==> config.mk <==
export PLATFORM = sky130hd
export DESIGN_NAME = smpq_cell
export DESIGN_NICKNAME = d
export VERILOG_FILES = /design/src/sv/assert_macros.svh /design/src/sv/smpq_pkg.sv /design/src/sv/smpq_cell.sv
export SDC_FILE = /design/constraint.sdc
export NUM_CORES = 1
export LEC_CHECK = 0
export ABC_AREA = 1
export BUFFER_PORTS_ARGS = -buffer_cell sky130_fd_sc_hd__buf_4
export CAP_MARGIN = 20
export CORE_MARGIN = 2
export CORE_UTILIZATION = 49
export DETAILED_ROUTE_END_ITERATION = 6
export HOLD_SLACK_MARGIN = 0.02
export PLACE_DENSITY = 0.86
export SLEW_MARGIN = 20
export SYNTH_ARGS = -nofsm -noshare
export SYNTH_HDL_FRONTEND = slang
export SYNTH_SLANG_ARGS = --single-unit
==> constraint.sdc <==
create_clock -name i_clk -period 10 [get_ports i_clk]
set_clock_uncertainty 0.15 [all_clocks]
set_input_delay 2 -clock i_clk [delete_from_list [all_inputs] [get_ports i_clk]]
set_output_delay 2 -clock i_clk [all_outputs]
set_load 0.005 [all_outputs]
==> src/sv/assert_macros.svh <==
// assertion macros used by the rtl files
`ifndef ASSERT_MACROS_SVH
`define ASSERT_MACROS_SVH
`ifndef SYNTHESIS
// property must hold at every clock edge outside reset
`define AST_HOLDS(lbl, clk, rst_n, prop) \
    lbl: assert property (@(posedge clk) disable iff (!(rst_n)) (prop)) \
        else $error("assertion failed");
// expression must never be true outside reset
`define AST_NEVER(lbl, clk, rst_n, expr) \
    lbl: assert property (@(posedge clk) disable iff (!(rst_n)) !(expr)) \
        else $error("forbidden condition seen");
`else
`define AST_HOLDS(lbl, clk, rst_n, prop)
`define AST_NEVER(lbl, clk, rst_n, expr)
`endif
`endif

==> src/sv/smpq_pkg.sv <==
// types and codes of the sorted max priority queue
`default_nettype none
package smpq_pkg;

    localparam int SYM_W = 8;
    localparam int WT_W  = 32;
    localparam int OCC_W = 9;

    // operation kinds
    localparam logic KIND_INSERT = 1'b0;
    localparam logic KIND_REMOVE = 1'b1;

    // result status codes
    typedef enum logic [1:0] {
        ST_OK    = 2'd0,
        ST_UNDER = 2'd1,
        ST_OVER  = 2'd2
    } t_status;

    // one queue entry
    typedef struct packed {
        logic [SYM_W-1:0] sym;
        logic [WT_W-1:0]  wt;
    } t_entry;

    // contents of one cell
    typedef struct packed {
        logic   vld;
        t_entry ent;
    } t_slot;

    // command broadcast to every cell
    typedef struct packed {
        logic   ins;
        logic   rem;
        t_entry ent;
    } t_cmd;

    // one result item
    typedef struct packed {
        t_status          status;
        t_entry           out;
        logic [OCC_W-1:0] occ;
        logic [WT_W-1:0]  top_wt;
        logic             empty;
    } t_result;

endpackage
`default_nettype wire

==> src/sv/smpq_cell.sv <==
// one storage cell of the sorted shift chain
`default_nettype none
module smpq_cell (
    input  wire              i_clk,
    input  wire              i_rst_n,
    input  wire              i_head,
    input  smpq_pkg::t_cmd   i_cmd,
    input  wire              i_left_keep,
    input  smpq_pkg::t_slot  i_left,
    input  smpq_pkg::t_slot  i_right,
    output logic             o_keep,
    output smpq_pkg::t_slot  o_slot
);
    import smpq_pkg::*;

    logic  r_vld;
    t_entry r_ent;
    logic  n_vld;
    t_entry n_ent;

    // entry stays put on insert when its weight is larger, or equal in the head cell
    assign o_keep = r_vld && ((r_ent.wt > i_cmd.ent.wt) ||
                              (i_head && (r_ent.wt == i_cmd.ent.wt)));

    // next contents: keep, take new entry, shift from left or from right
    always_comb begin
        n_vld = r_vld;
        n_ent = r_ent;
        if (i_cmd.ins && !o_keep) begin
            if (i_left_keep) begin
                n_vld = 1'b1;
                n_ent = i_cmd.ent;
            end else begin
                n_vld = i_left.vld;
                n_ent = i_left.ent;
            end
        end else if (i_cmd.rem) begin
            n_vld = i_right.vld;
            n_ent = i_right.ent;
        end
    end

    // valid flag
    always_ff @(posedge i_clk) begin
        if (!i_rst_n) begin
            r_vld <= 1'b0;
        end else begin
            r_vld <= n_vld;
        end
    end

    // payload
    always_ff @(posedge i_clk) begin
        r_ent <= n_ent;
    end

    assign o_slot.vld = r_vld;
    assign o_slot.ent = r_ent;

endmodule
`default_nettype wire

**Yosys cells after proc, flatten, opt, wreduce, memory -nomap -nowiden**

Cells that the tools add are included.

- Register bits after elaboration: 41
- Bits of input ports: 128
- Output and inout bits: 42
- Word-level logic and storage cells: 17

- Order comparisons: 1
- Eq/ne operators: 1
- Muxes and demuxes: 6
- Reduce and logical (&&, ||, !) cells: 6

Operators by type and width:

| operator | count |
|---|---|
| two-way mux 40 bit | 3 |
| == test 32 bit | 1 |
| > comparator 32 bit | 1 |
| logical AND 1 bit | 3 |
| two-way mux 1 bit | 3 |
| nonzero test 2 bit | 1 |
| zero test 1 bit | 1 |
| logical OR 1 bit | 1 |

**Longest topological paths before layout**

Gate-level depths: netlist (run 1).

- Depth in word-level cells: 7
- Gate-level depth with buffers: 19
- Mapped depth without buffers: 18

**Worst setup path after synthesis (run 1)**

OpenSTA, ideal clock, no wires.

- Path kind: input port to output port
- From: in i_cmd[31] (netlist name)
- To: out o_keep
- Arrival time: 3041 ps
- Data required time: 7850 ps
- Setup slack: 4809 ps
- Stages: 12
- Path buffers: 0
- Cell sequence: inv_1 -> ha_1 -> nand2_1 -> nor2_2 -> nand2_2 -> nor2_4 -> nand2_2 -> nand2_1 -> nor2_1 -> nand2_2 -> nand2_4 -> inv_1

- Word-level cells in the longest chain between the ends: 4
- Elaborated cells on any way between the ends: 5
- Those cells by class: order compare: 1; eq/ne: 1; reduce/logical: 3

RTL lines:

| what | RTL line | text |
|---|---|---|
| start, declared | smpq_cell.sv:7 | `input smpq_pkg::t_cmd i_cmd,` |
| branches (longest 2 deep; another with > comparator 32 bit) | - |  |
| logical OR 1 bit * | smpq_cell.sv:22 | `assign o_keep = r_vld && ((r_ent.wt > i_cmd.ent.wt) \|\|` |
| logical AND 1 bit * | smpq_cell.sv:22 |  |
| end, declared | smpq_cell.sv:11 | `output logic o_keep,` |

Every way passes the cells marked *.

**Final worst setup path (run 1)**

- From: in i_cmd[11] (netlist name)
- To: out o_keep

The elaborated chain is that of the path after synthesis.

==> run_results.csv, run 1 <==
group,metric,value,unit
run_status,result_of_the_run,"complete, no violations",
global_route,number_of_antenna_violations_at_the_first_check_in_global_routing,0,
min_path,hold_class,"reg -> reg",
worst_setup_path,origin_of_the_critical_flop_to_flop_path,"o_slot[11]$_DFFE_PP_",
sta,tns,0,ns
clock_tree,clk-insertion-delay-late,0.29,ns
detailed_routing,dr.pass1.iters,4,
finish,area_growth,41.3,%
global_route,groute.usage.overall,23.3,%
synthesis,syn-mean-instance-area,8.25,µm²
detailed_routing,drtAntennaViolNets,0,
finish,fin_area,4520,µm²
clock_tree,cts_resized,0,
die,fp.coreArea,6350,µm²
synthesis,count_of_warnings_emitted_by_yosys,0,
worst_setup_path,slowest_stage_cell_cp,"sky130_fd_sc_hd__ha_1",
sta,timing.final.setup_violations,0,
sta,maxClockFrequency,0.179,GHz
placed_design,dpl_cell_area,4440,µm²
clock_tree,tritoncts_clock_tree,"built",
synthesis,cells_after_synth,388,
global_route,grt_start_max_net_pins,76,
clock_tree,cts_setup_buffers,0,
worst_setup_path,critical_path.startpoint_type,"input port",
detailed_routing,detailedRoute.firstIterationViolations,108,
worst_setup_path,crit_path_arrival_time,3.42,ns
power_and_ir_drop,power_per_cell_area,115,nW/µm²
synthesis,synth_nets,548,
finish,drive_above_1_share,42.5,%
clock_tree,post_cts_hold_buffer_count,0,
global_route,grt_pass1_vias,3109,
job,timing.max_cap.violations,0,
detailed_routing,wl,8390,µm
placed_design,gpl.final_weighted_congestion,0.792,
worst_setup_path,path_class,"in -> out",
sta,slew_headroom,33.7,%
sta,hold-worst-slack,0.381,ns
detailed_routing,remaining_drc_errors,0,
sta,fin_crit_sh,55.7,%
finish,num_antenna_cells,0,
clock_tree,cts-root-buf,"sky130_fd_sc_hd__clkbuf_8",
worst_setup_path,path_max_fanout,3,
sta,timing_max_transition_violations_final,0,
synthesis,yosys_register_bits,41,
worst_setup_path,crit_path_max_incr_delay,0.31,ns
die,fp.dieW,84.8,µm
detailed_routing,via_count,3101,
power_and_ir_drop,power.static_leakage,0.00236,µW
detailed_routing,routedWlPerCell,13.4,µm
placed_design,dp_hpwl,6590,µm
global_route,grt_overflow,0,
detailed_routing,post_drt_via_cell_ratio,4.96,
synthesis,post_synth_num_cell_types,25,
power_and_ir_drop,worst_ir_drop_vdd,0.0000659,V
synthesis,syn_area,3200,µm²
clock_tree,numCtsBuffers,5,
die,area_enclosed_by_the_die_boundary,7200,µm²
sta,rsz0062_at_grt,"no",
sta,worst-slew-pin-transition,0.994,ns
die,initial_utilization,50.4,%
worst_setup_path,cp_data_required_time,7.85,ns
clock_tree,clock_path_buffers,2,
worst_setup_path,cp-end-kind,"primary output",
sta,finalHoldViolCount,0,
finish,layout.core_utilization,71.3,%
synthesis,synth_sequential_area_ratio,38.1,%
worst_setup_path,crit_path_from,"i_cmd[11]",
global_route,first_pass_grt_wire_length,13700,µm
clock_tree,clock_tree.htree_level_count,2,
finish,finalNetCount,707,
worst_setup_path,critical-path-top-cell-by-count,"sky130_fd_sc_hd__inv_1",
clock_tree,clock-sinks,41,
die,floorplan.io_pins,170,
die,rows,29,
sta,min_period,5.57,ns
clock_tree,cts.reportedPaths.clkPinSlew,0.08,ns
die,die_y,84.8,µm
placed_design,portBuffers,169,
min_path,hold_path.startpoint,"r_vld$_SDFFE_PN0P_",
worst_setup_path,crit_chain,"buf_4 -> inv_1 -> ha_1 -> nand2_1 -> nor2_1 -> nand2_1 -> nor2_1 -> nand2_2 -> o21ai_2 -> inv_1 -> nand2_4 -> inv_1 -> buf_4",
==> registers in the layout, summed over array words and instances (netlist names) <==
signal and count:
o_slot 40, r_vld 1
==> cell usage in the layout (no fill, tap or decap) <==
cell and count:
sky130_fd_sc_hd__ha_1 32, sky130_fd_sc_hd__clkinv_1 2, sky130_fd_sc_hd__clkinv_2 1, sky130_fd_sc_hd__nand2_4 2
sky130_fd_sc_hd__inv_1 47, sky130_fd_sc_hd__o21ai_2 21, sky130_fd_sc_hd__dfxtp_1 1, sky130_fd_sc_hd__nand3_1 4
sky130_fd_sc_hd__a21oi_1 13, sky130_fd_sc_hd__nor2_1 12, sky130_fd_sc_hd__nand2_2 22, sky130_fd_sc_hd__inv_2 1
sky130_fd_sc_hd__buf_4 169, sky130_fd_sc_hd__nor2_4 1, sky130_fd_sc_hd__o21ai_0 32, sky130_fd_sc_hd__o21ai_1 11
sky130_fd_sc_hd__edfxtp_1 40, sky130_fd_sc_hd__nand2_1 119, sky130_fd_sc_hd__clkbuf_8 5, sky130_fd_sc_hd__mux2_2 9
sky130_fd_sc_hd__nor2_2 2, sky130_fd_sc_hd__a21o_1 2
==> report_power, final <==
part / switching, µW / total [µW] / internal [µW]
Clock: 59.2 / 106 / 47.1
Combinational: 89.5 / 187 / 97.2
Sequential: 11.5 / 229 / 217
==> cell type report <==
| cell class | count | area [µm²] |
|---|---|---|
| Fill cell | 492 | 1830 |
| Multi-Input combinational cell | 282 | 1680 |
| Timing Repair Buffer | 169 | 1270 |
| Sequential cell | 41 | 1220 |
| Inverter | 48 | 180 |
| Tap cell | 77 | 96.3 |
| Clock buffer | 5 | 68.8 |
| Clock inverter | 3 | 12.5 |
==> path summary, 6_finish.rpt <==
path                            slack (ns)              endpoint  cells after the start
worst min-delay path                  0.38    r_vld$_SDFFE_PN0P_                      2
worst min register to register        0.38    r_vld$_SDFFE_PN0P_                      2
worst max-delay path                  4.43                o_keep                     13
worst max register to register        6.19  o_slot[18]$_DFFE_PP_                     12
==> metal layers <==
layer	vias up	global-route usage [%]	part of all wire, %
met5	-	0	0
met4	0	7.22	2.1
met3	14	5.16	6.2
met2	113	43.3	51
met1	1387	26.5	40
li1	1587	-	-
==> stage by stage <==
stage	std cells	power, µW	worst slack (ns)
after floorplan	388	331	4.81
after global placement	617	412	4.50
after detailed placement	617	420	4.44
after CTS	625	525	4.43
after global routing	625	556	4.31
final	625	522	4.43
==> cells by family (layout without fill, tap and decap cells) <==
group / after synthesis / after routing / share of synthesized area (%)
AO/OA/AOI/OAI: 79 / 79 / 15.0
multiplexers: 9 / 9 / 3.17
adder cells (fa/ha/maj): 32 / 32 / 12.5
buffers and inverters: 65 / 225 / 9.57
AND/OR/NAND/NOR: 162 / 162 / 21.6
flip-flops: 41 / 41 / 38.1
==> synth_stat cells <==
cell type	number	area [µm²]
sky130_fd_sc_hd__buf_12	1	20.0
sky130_fd_sc_hd__buf_1	1	3.75
sky130_fd_sc_hd__o21ai_1	11	55.1
sky130_fd_sc_hd__a21o_1	2	15.0
sky130_fd_sc_hd__nor2_2	2	12.5
sky130_fd_sc_hd__nand2_4	2	22.5
sky130_fd_sc_hd__buf_4	1	7.51
sky130_fd_sc_hd__clkbuf_1	8	30.0
sky130_fd_sc_hd__ha_1	32	400
sky130_fd_sc_hd__nand2_1	120	450
sky130_fd_sc_hd__mux2_2	9	101
sky130_fd_sc_hd__nor2_1	12	45.0
sky130_fd_sc_hd__buf_6	4	45.0
sky130_fd_sc_hd__nor2_4	1	11.3
sky130_fd_sc_hd__o21ai_0	32	160
sky130_fd_sc_hd__buf_2	1	5.00
sky130_fd_sc_hd__nand2_2	21	131
sky130_fd_sc_hd__a21oi_1	13	65.1
sky130_fd_sc_hd__dfxtp_1	1	20.0
sky130_fd_sc_hd__nand3_1	4	20.0
sky130_fd_sc_hd__edfxtp_1	40	1200
sky130_fd_sc_hd__buf_8	1	15.0
sky130_fd_sc_hd__inv_2	1	3.75
sky130_fd_sc_hd__inv_1	47	176
sky130_fd_sc_hd__o21ai_2	21	184
==> critical path, delay by kind of cell <==
kind / cells / cell delay [ns]
fa+ha+maj: 1 / 0.31
compound gates: 1 / 0.10
simple gates: 6 / 0.65
buf+inv: 5 / 0.37
No activity file was read; power rests on OpenSTA's default activity.
==> run 2: changes to the inputs <==
CORE_UTILIZATION = 41   (was 49)
PLACE_DENSITY = 0.77   (was 0.86)
clock period = 4.9 ns   (was 10 ns; I/O delays follow)
==> run_results.csv, run 2 (same netlist as run 1, synthesis figures left out) <==
group,metric,value,unit
run_status,result_of_the_run,"complete, no violations",
worst_setup_path,crit_path_arrival_time,2.37,ns
finish,fill_cells,693,
placed_design,portBuffers,169,
worst_setup_path,critical-path-top-cell-by-count,"sky130_fd_sc_hd__inv_1",
worst_setup_path,path_max_fanout,3,
sta,finalHoldViolCount,0,
clock_tree,clock-sinks,41,
detailed_routing,drtAntennaViolNets,0,
global_route,grtUsageMet1,22.6,%
job,timing.max_cap.violations,0,
worst_setup_path,path_class,"in -> out",
clock_tree,clock_path_buffers,2,
sta,timing_max_transition_violations_final,0,
clock_tree,cts_resized,0,
global_route,grt_overflow,0,
global_route,first_pass_grt_wire_length,12700,µm
global_route,top_usage_layer,"met2",
finish,finalNetCount,709,
power_and_ir_drop,worst_ir_drop_vdd,0.000123,V
placed_design,dp_hpwl,6510,µm
placed_design,gpl.final_weighted_congestion,0.799,
sta,fin_crit_sh,71.3,%
min_path,hold_class,"reg -> reg",
die,fp.dieW,92.4,µm
global_route,grtUsageMet3,4.23,%
worst_setup_path,slowest_stage_cell_cp,"sky130_fd_sc_hd__ha_1",
die,die_y,92.4,µm
clock_tree,clock_tree.htree_level_count,2,
clock_tree,tritoncts_clock_tree,"built",
sta,worst-slew-pin-transition,0.661,ns
clock_tree,cts-root-buf,"sky130_fd_sc_hd__clkbuf_8",
finish,drive_above_1_share,43.1,%
global_route,grt_pass1_vias,2889,
clock_tree,cts_setup_buffers,0,
global_route,groute.layer.met2.usage,32.0,%
sta,tns,0,ns
finish,num_antenna_cells,0,
global_route,number_of_antenna_violations_at_the_first_check_in_global_routing,0,
clock_tree,post_cts_hold_buffer_count,0,
clock_tree,cts.reportedPaths.clkPinSlew,0.08,ns
worst_setup_path,crit_chain,"buf_4 -> inv_1 -> ha_1 -> nand2_1 -> nor2_1 -> nand2_1 -> nor2_1 -> nand2_2 -> o21ai_2 -> inv_1 -> nand2_4 -> inv_1 -> buf_4",
finish,final_common_cell,"sky130_fd_sc_hd__buf_4",
clock_tree,numCtsBuffers,5,
clock_tree,clk-insertion-delay-late,0.29,ns
detailed_routing,detailedRoute.firstIterationViolations,118,
worst_setup_path,critical_path.startpoint_type,"input port",
die,area_enclosed_by_the_die_boundary,8530,µm²
detailed_routing,via_count,3088,
finish,area_growth,43.3,%
finish,commonest_cells_after_routing_fill_and_taps_aside,"sky130_fd_sc_hd__buf_4, sky130_fd_sc_hd__nand2_1, sky130_fd_sc_hd__inv_1",
sta,slew_headroom,55.9,%
worst_setup_path,cp_data_required_time,3.77,ns
finish,layout.core_utilization,60.0,%
die,fp.coreArea,7650,µm²
global_route,groute.usage.overall,18.3,%
die,floorplan.io_pins,170,
finish,largest_register_ff_count,40,
detailed_routing,post_drt_via_cell_ratio,4.74,
detailed_routing,dr.pass1.iters,4,
sta,maxClockFrequency,0.286,GHz
sta,rsz0062_at_grt,"no",
sta,timing.final.setup_violations,0,
die,initial_utilization,41.9,%
sta,min_period,3.50,ns
worst_setup_path,crit_path_max_incr_delay,0.31,ns
detailed_routing,wl,8070,µm
global_route,grt_start_max_net_pins,73,
detailed_routing,routedWlPerCell,12.4,µm
die,rows,32,
worst_setup_path,cp-end-kind,"primary output",
detailed_routing,remaining_drc_errors,0,
power_and_ir_drop,power_per_cell_area,232,nW/µm²
power_and_ir_drop,power.static_leakage,0.00238,µW
==> run 2: cell count changes in the layout (fill, tap and decap cells not counted), sizes merged <==
cell,change
buf,+2
clkinv,-1
clkinvlp,+1
==> run 2: per-layer routing <==
layer  routed length (µm)  vias to the layer above
met1                 3270                     1380
met4                  115                        0
met5                    0                        -
met2                 4130                      106
li1                     -                     1591
met3                  556                       11
==> run 2: cell type report <==
| cell class | count | area, µm² | area share [%] |
|---|---|---|---|
| Clock buffer | 5 | 68.8 | 1.50 |
| Clock inverter | 3 | 17.5 | 0.382 |
| Inverter | 48 | 180 | 3.93 |
| Multi-Input combinational cell | 282 | 1680 | 36.5 |
| Sequential cell | 41 | 1220 | 26.6 |
| Tap cell | 102 | 128 | 2.78 |
| Timing Repair Buffer | 171 | 1300 | 28.3 |
==> run 2: critical path, delay by kind of cell <==
family                     cells  cell delay (ns)
AOI/OAI and AO/OA              1             0.11
and+or+nand+nor                6             0.59
adders and majority gates      1             0.31
buffers and inverters          5             0.37
==> run 2: worst paths after layout <==
kind / start / endpoint / slack, ns / depth (start not counted)
max: i_cmd[11] / o_keep / 1.40 / 13
max reg2reg: o_slot[7]$_DFFE_PP_ / o_slot[21]$_DFFE_PP_ / 1.94 / 13
min: r_vld$_SDFFE_PN0P_ / r_vld$_SDFFE_PN0P_ / 0.38 / 2
min reg2reg: r_vld$_SDFFE_PN0P_ / r_vld$_SDFFE_PN0P_ / 0.38 / 2
==> run 2: stage by stage <==
step / std cells / setup WS, ns / cell area, µm² / hold WS [ns] / total power, µW
global route: 652 / 1.19 / 4590 / 0.449 / 1140
floorplan: 388 / 1.19 / 3200 / 0.331 / 676
finish: 652 / 1.40 / 4590 / 0.385 / 1070
detailed placement: 644 / 1.23 / 4500 / 0.389 / 859
global placement: 644 / 1.31 / 4500 / 0.359 / 848
CTS: 652 / 1.37 / 4590 / 0.401 / 1080
==> run 2: where the power goes <==
group	leakage [µW]	internal (µW)	switching (µW)
Sequential	0.000420	443	23.9
Clock	0.0000439	98.4	120
Combinational	0.00191	200	179
==> run 3: changes to the inputs <==
CORE_UTILIZATION = 46   (was 41)
PLACE_DENSITY = 0.82   (was 0.77)
clock period = 3.49 ns   (was 4.9 ns; I/O delays follow)
==> run_results.csv, run 3 (same netlist as run 1, synthesis figures left out) <==
group,metric,value,unit
global_route,number_of_antenna_violations_at_the_first_check_in_global_routing,0,
detailed_routing,via_count,3055,
job,timing.max_cap.violations,0,
finish,drive_above_1_share,43.2,%
worst_setup_path,path_class,"in -> out",
clock_tree,cts.reportedPaths.clkPinSlew,0.08,ns
clock_tree,clk-insertion-delay-late,0.29,ns
finish,largest_register_ff_count,40,
power_and_ir_drop,worst_ir_drop_vdd,0.000235,V
detailed_routing,post_drt_via_cell_ratio,4.84,
clock_tree,cts-root-buf,"sky130_fd_sc_hd__clkbuf_8",
clock_tree,post_cts_hold_buffer_count,0,
sta,worst-slew-pin-transition,0.659,ns
clock_tree,cts_setup_buffers,0,
finish,finalNetCount,710,
clock_tree,cts_resized,0,
clock_tree,numCtsBuffers,5,
die,die_y,87.4,µm
die,initial_utilization,47.4,%
worst_setup_path,worst_flop_to_flop_path_endpoint,"o_slot[2]$_DFFE_PP_",
clock_tree,clock-sinks,41,
finish,commonest_cells_after_routing_fill_and_taps_aside,"sky130_fd_sc_hd__buf_4, sky130_fd_sc_hd__nand2_1, sky130_fd_sc_hd__inv_1",
sta,min_period,2.91,ns
placed_design,portBuffers,169,
sta,finalHoldViolCount,0,
worst_setup_path,rrSetupSlack,0.94,ns
power_and_ir_drop,power_per_cell_area,357,nW/µm²
finish,count_of_non_filler_cells_in_the_finished_layout,631,
clock_tree,clock_path_buffers,2,
sta,hold-worst-slack,0.373,ns
sta,slew_headroom,56.1,%
sta,rsz0062_at_grt,"no",
detailed_routing,routedWlPerCell,12.9,µm
finish,fill_cells,539,
placed_design,dp_hpwl,6450,µm
min_path,sink_of_the_worst_hold_path,"r_vld$_SDFFE_PN0P_",
detailed_routing,drtAntennaViolNets,0,
detailed_routing,remaining_drc_errors,0,
placed_design,placed_cells,623,
finish,layout.core_utilization,68.3,%
detailed_routing,detailedRoute.firstIterationViolations,80,
sta,maxClockFrequency,0.343,GHz
sta,tns,0,ns
placed_design,gpl.final_weighted_congestion,0.781,
finish,num_antenna_cells,0,
worst_setup_path,critical_path.startpoint_type,"input port",
power_and_ir_drop,power.static_leakage,0.00241,µW
die,floorplan.io_pins,170,
global_route,grt_start_max_net_pins,73,
worst_setup_path,origin_of_the_critical_flop_to_flop_path,"o_slot[31]$_DFFE_PP_",
min_path,holdPathStages,2,
clock_tree,clock_tree.htree_level_count,2,
die,area_enclosed_by_the_die_boundary,7640,µm²
clock_tree,tritoncts_clock_tree,"built",
min_path,hold_path.startpoint,"r_vld$_SDFFE_PN0P_",
min_path,hold_class,"reg -> reg",
global_route,grt_overflow,0,
die,fp.coreArea,6760,µm²
run_status,result_of_the_run,"complete, no violations",
finish,final_common_cell,"sky130_fd_sc_hd__buf_4",
worst_setup_path,worstRegToRegCells,13,
global_route,first_pass_grt_wire_length,13000,µm
detailed_routing,wl,8110,µm
sta,fin_crit_sh,83.5,%
global_route,groute.usage.overall,21.3,%
worst_setup_path,path_max_fanout,3,
sta,timing_max_transition_violations_final,0,
die,fp.dieW,87.4,µm
global_route,grt_pass1_vias,3021,
worst_setup_path,cp-end-kind,"primary output",
finish,area_growth,44.2,%
worst_setup_path,crit_path_arrival_time,2.06,ns
worst_setup_path,cp_data_required_time,2.64,ns
die,rows,30,
sta,timing.final.setup_violations,0,
detailed_routing,dr.pass1.iters,4,
==> run 3: cell type report <==
class                   count  area [µm²]  share of cell area (%)
multi-input cells         282        1680                    36.3
flip-flops and latches     41        1220                    26.5
clock inverters             3        65.1                    1.41
clock buffers               5        68.8                    1.49
inverters                  48         180                    3.90
well taps                  80         100                    2.17
repair buffers            172        1300                    28.2
==> run 3: worst max path at each step <==
stage                     startpoint                   to  cells past startpoint
after global routing       i_cmd[27]               o_keep                     14
final                      i_cmd[15]               o_keep                     13
after global placement     i_cmd[15]  o_slot[2]$_DFFE_PP_                     15
after floorplan            i_cmd[31]  o_slot[0]$_DFFE_PP_                     14
after CTS                  i_cmd[15]               o_keep                     13
after detailed placement   i_cmd[15]  o_slot[2]$_DFFE_PP_                     15
==> run 3: layer usage <==
metal,part of all wire (%),up-vias,track usage (%)
met5,0,-,0
met4,1.3,0,5.03
met3,6.4,10,3.89
met2,52,103,39.5
met1,40,1352,25.2
li1,-,1590,-
==> run 3: where the power goes <==
part	internal, µW	switching, µW	total (µW)
Clock	284	173	457
Sequential	622	34.0	656
Combinational	283	254	536
Total	1190	461	1650
==> run 3: critical path, cell delays in order <==
cell                      delay (ns)
sky130_fd_sc_hd__buf_4          0.08
sky130_fd_sc_hd__inv_1          0.05
sky130_fd_sc_hd__ha_1           0.29
sky130_fd_sc_hd__nand2_1        0.08
sky130_fd_sc_hd__nor2_2         0.13
sky130_fd_sc_hd__nand2_1        0.09
sky130_fd_sc_hd__nor2_1         0.15
sky130_fd_sc_hd__nand2_2        0.08
sky130_fd_sc_hd__o21ai_2        0.10
sky130_fd_sc_hd__inv_1          0.07
sky130_fd_sc_hd__nand2_4        0.09
sky130_fd_sc_hd__inv_1          0.04
sky130_fd_sc_hd__buf_4          0.13
==> run 3: per-stage QoR <==
stage          total power (µW)  setup slack [ns]  instance area (µm²)
2_1_floorplan               949            0.0621                 3200
3_3_place_gp               1190             0.571                 4480
3_5_place_dp               1210             0.503                 4480
4_1_cts                    1660             0.563                 4620
5_1_grt                    1750             0.394                 4620
6_report                   1650             0.578                 4620
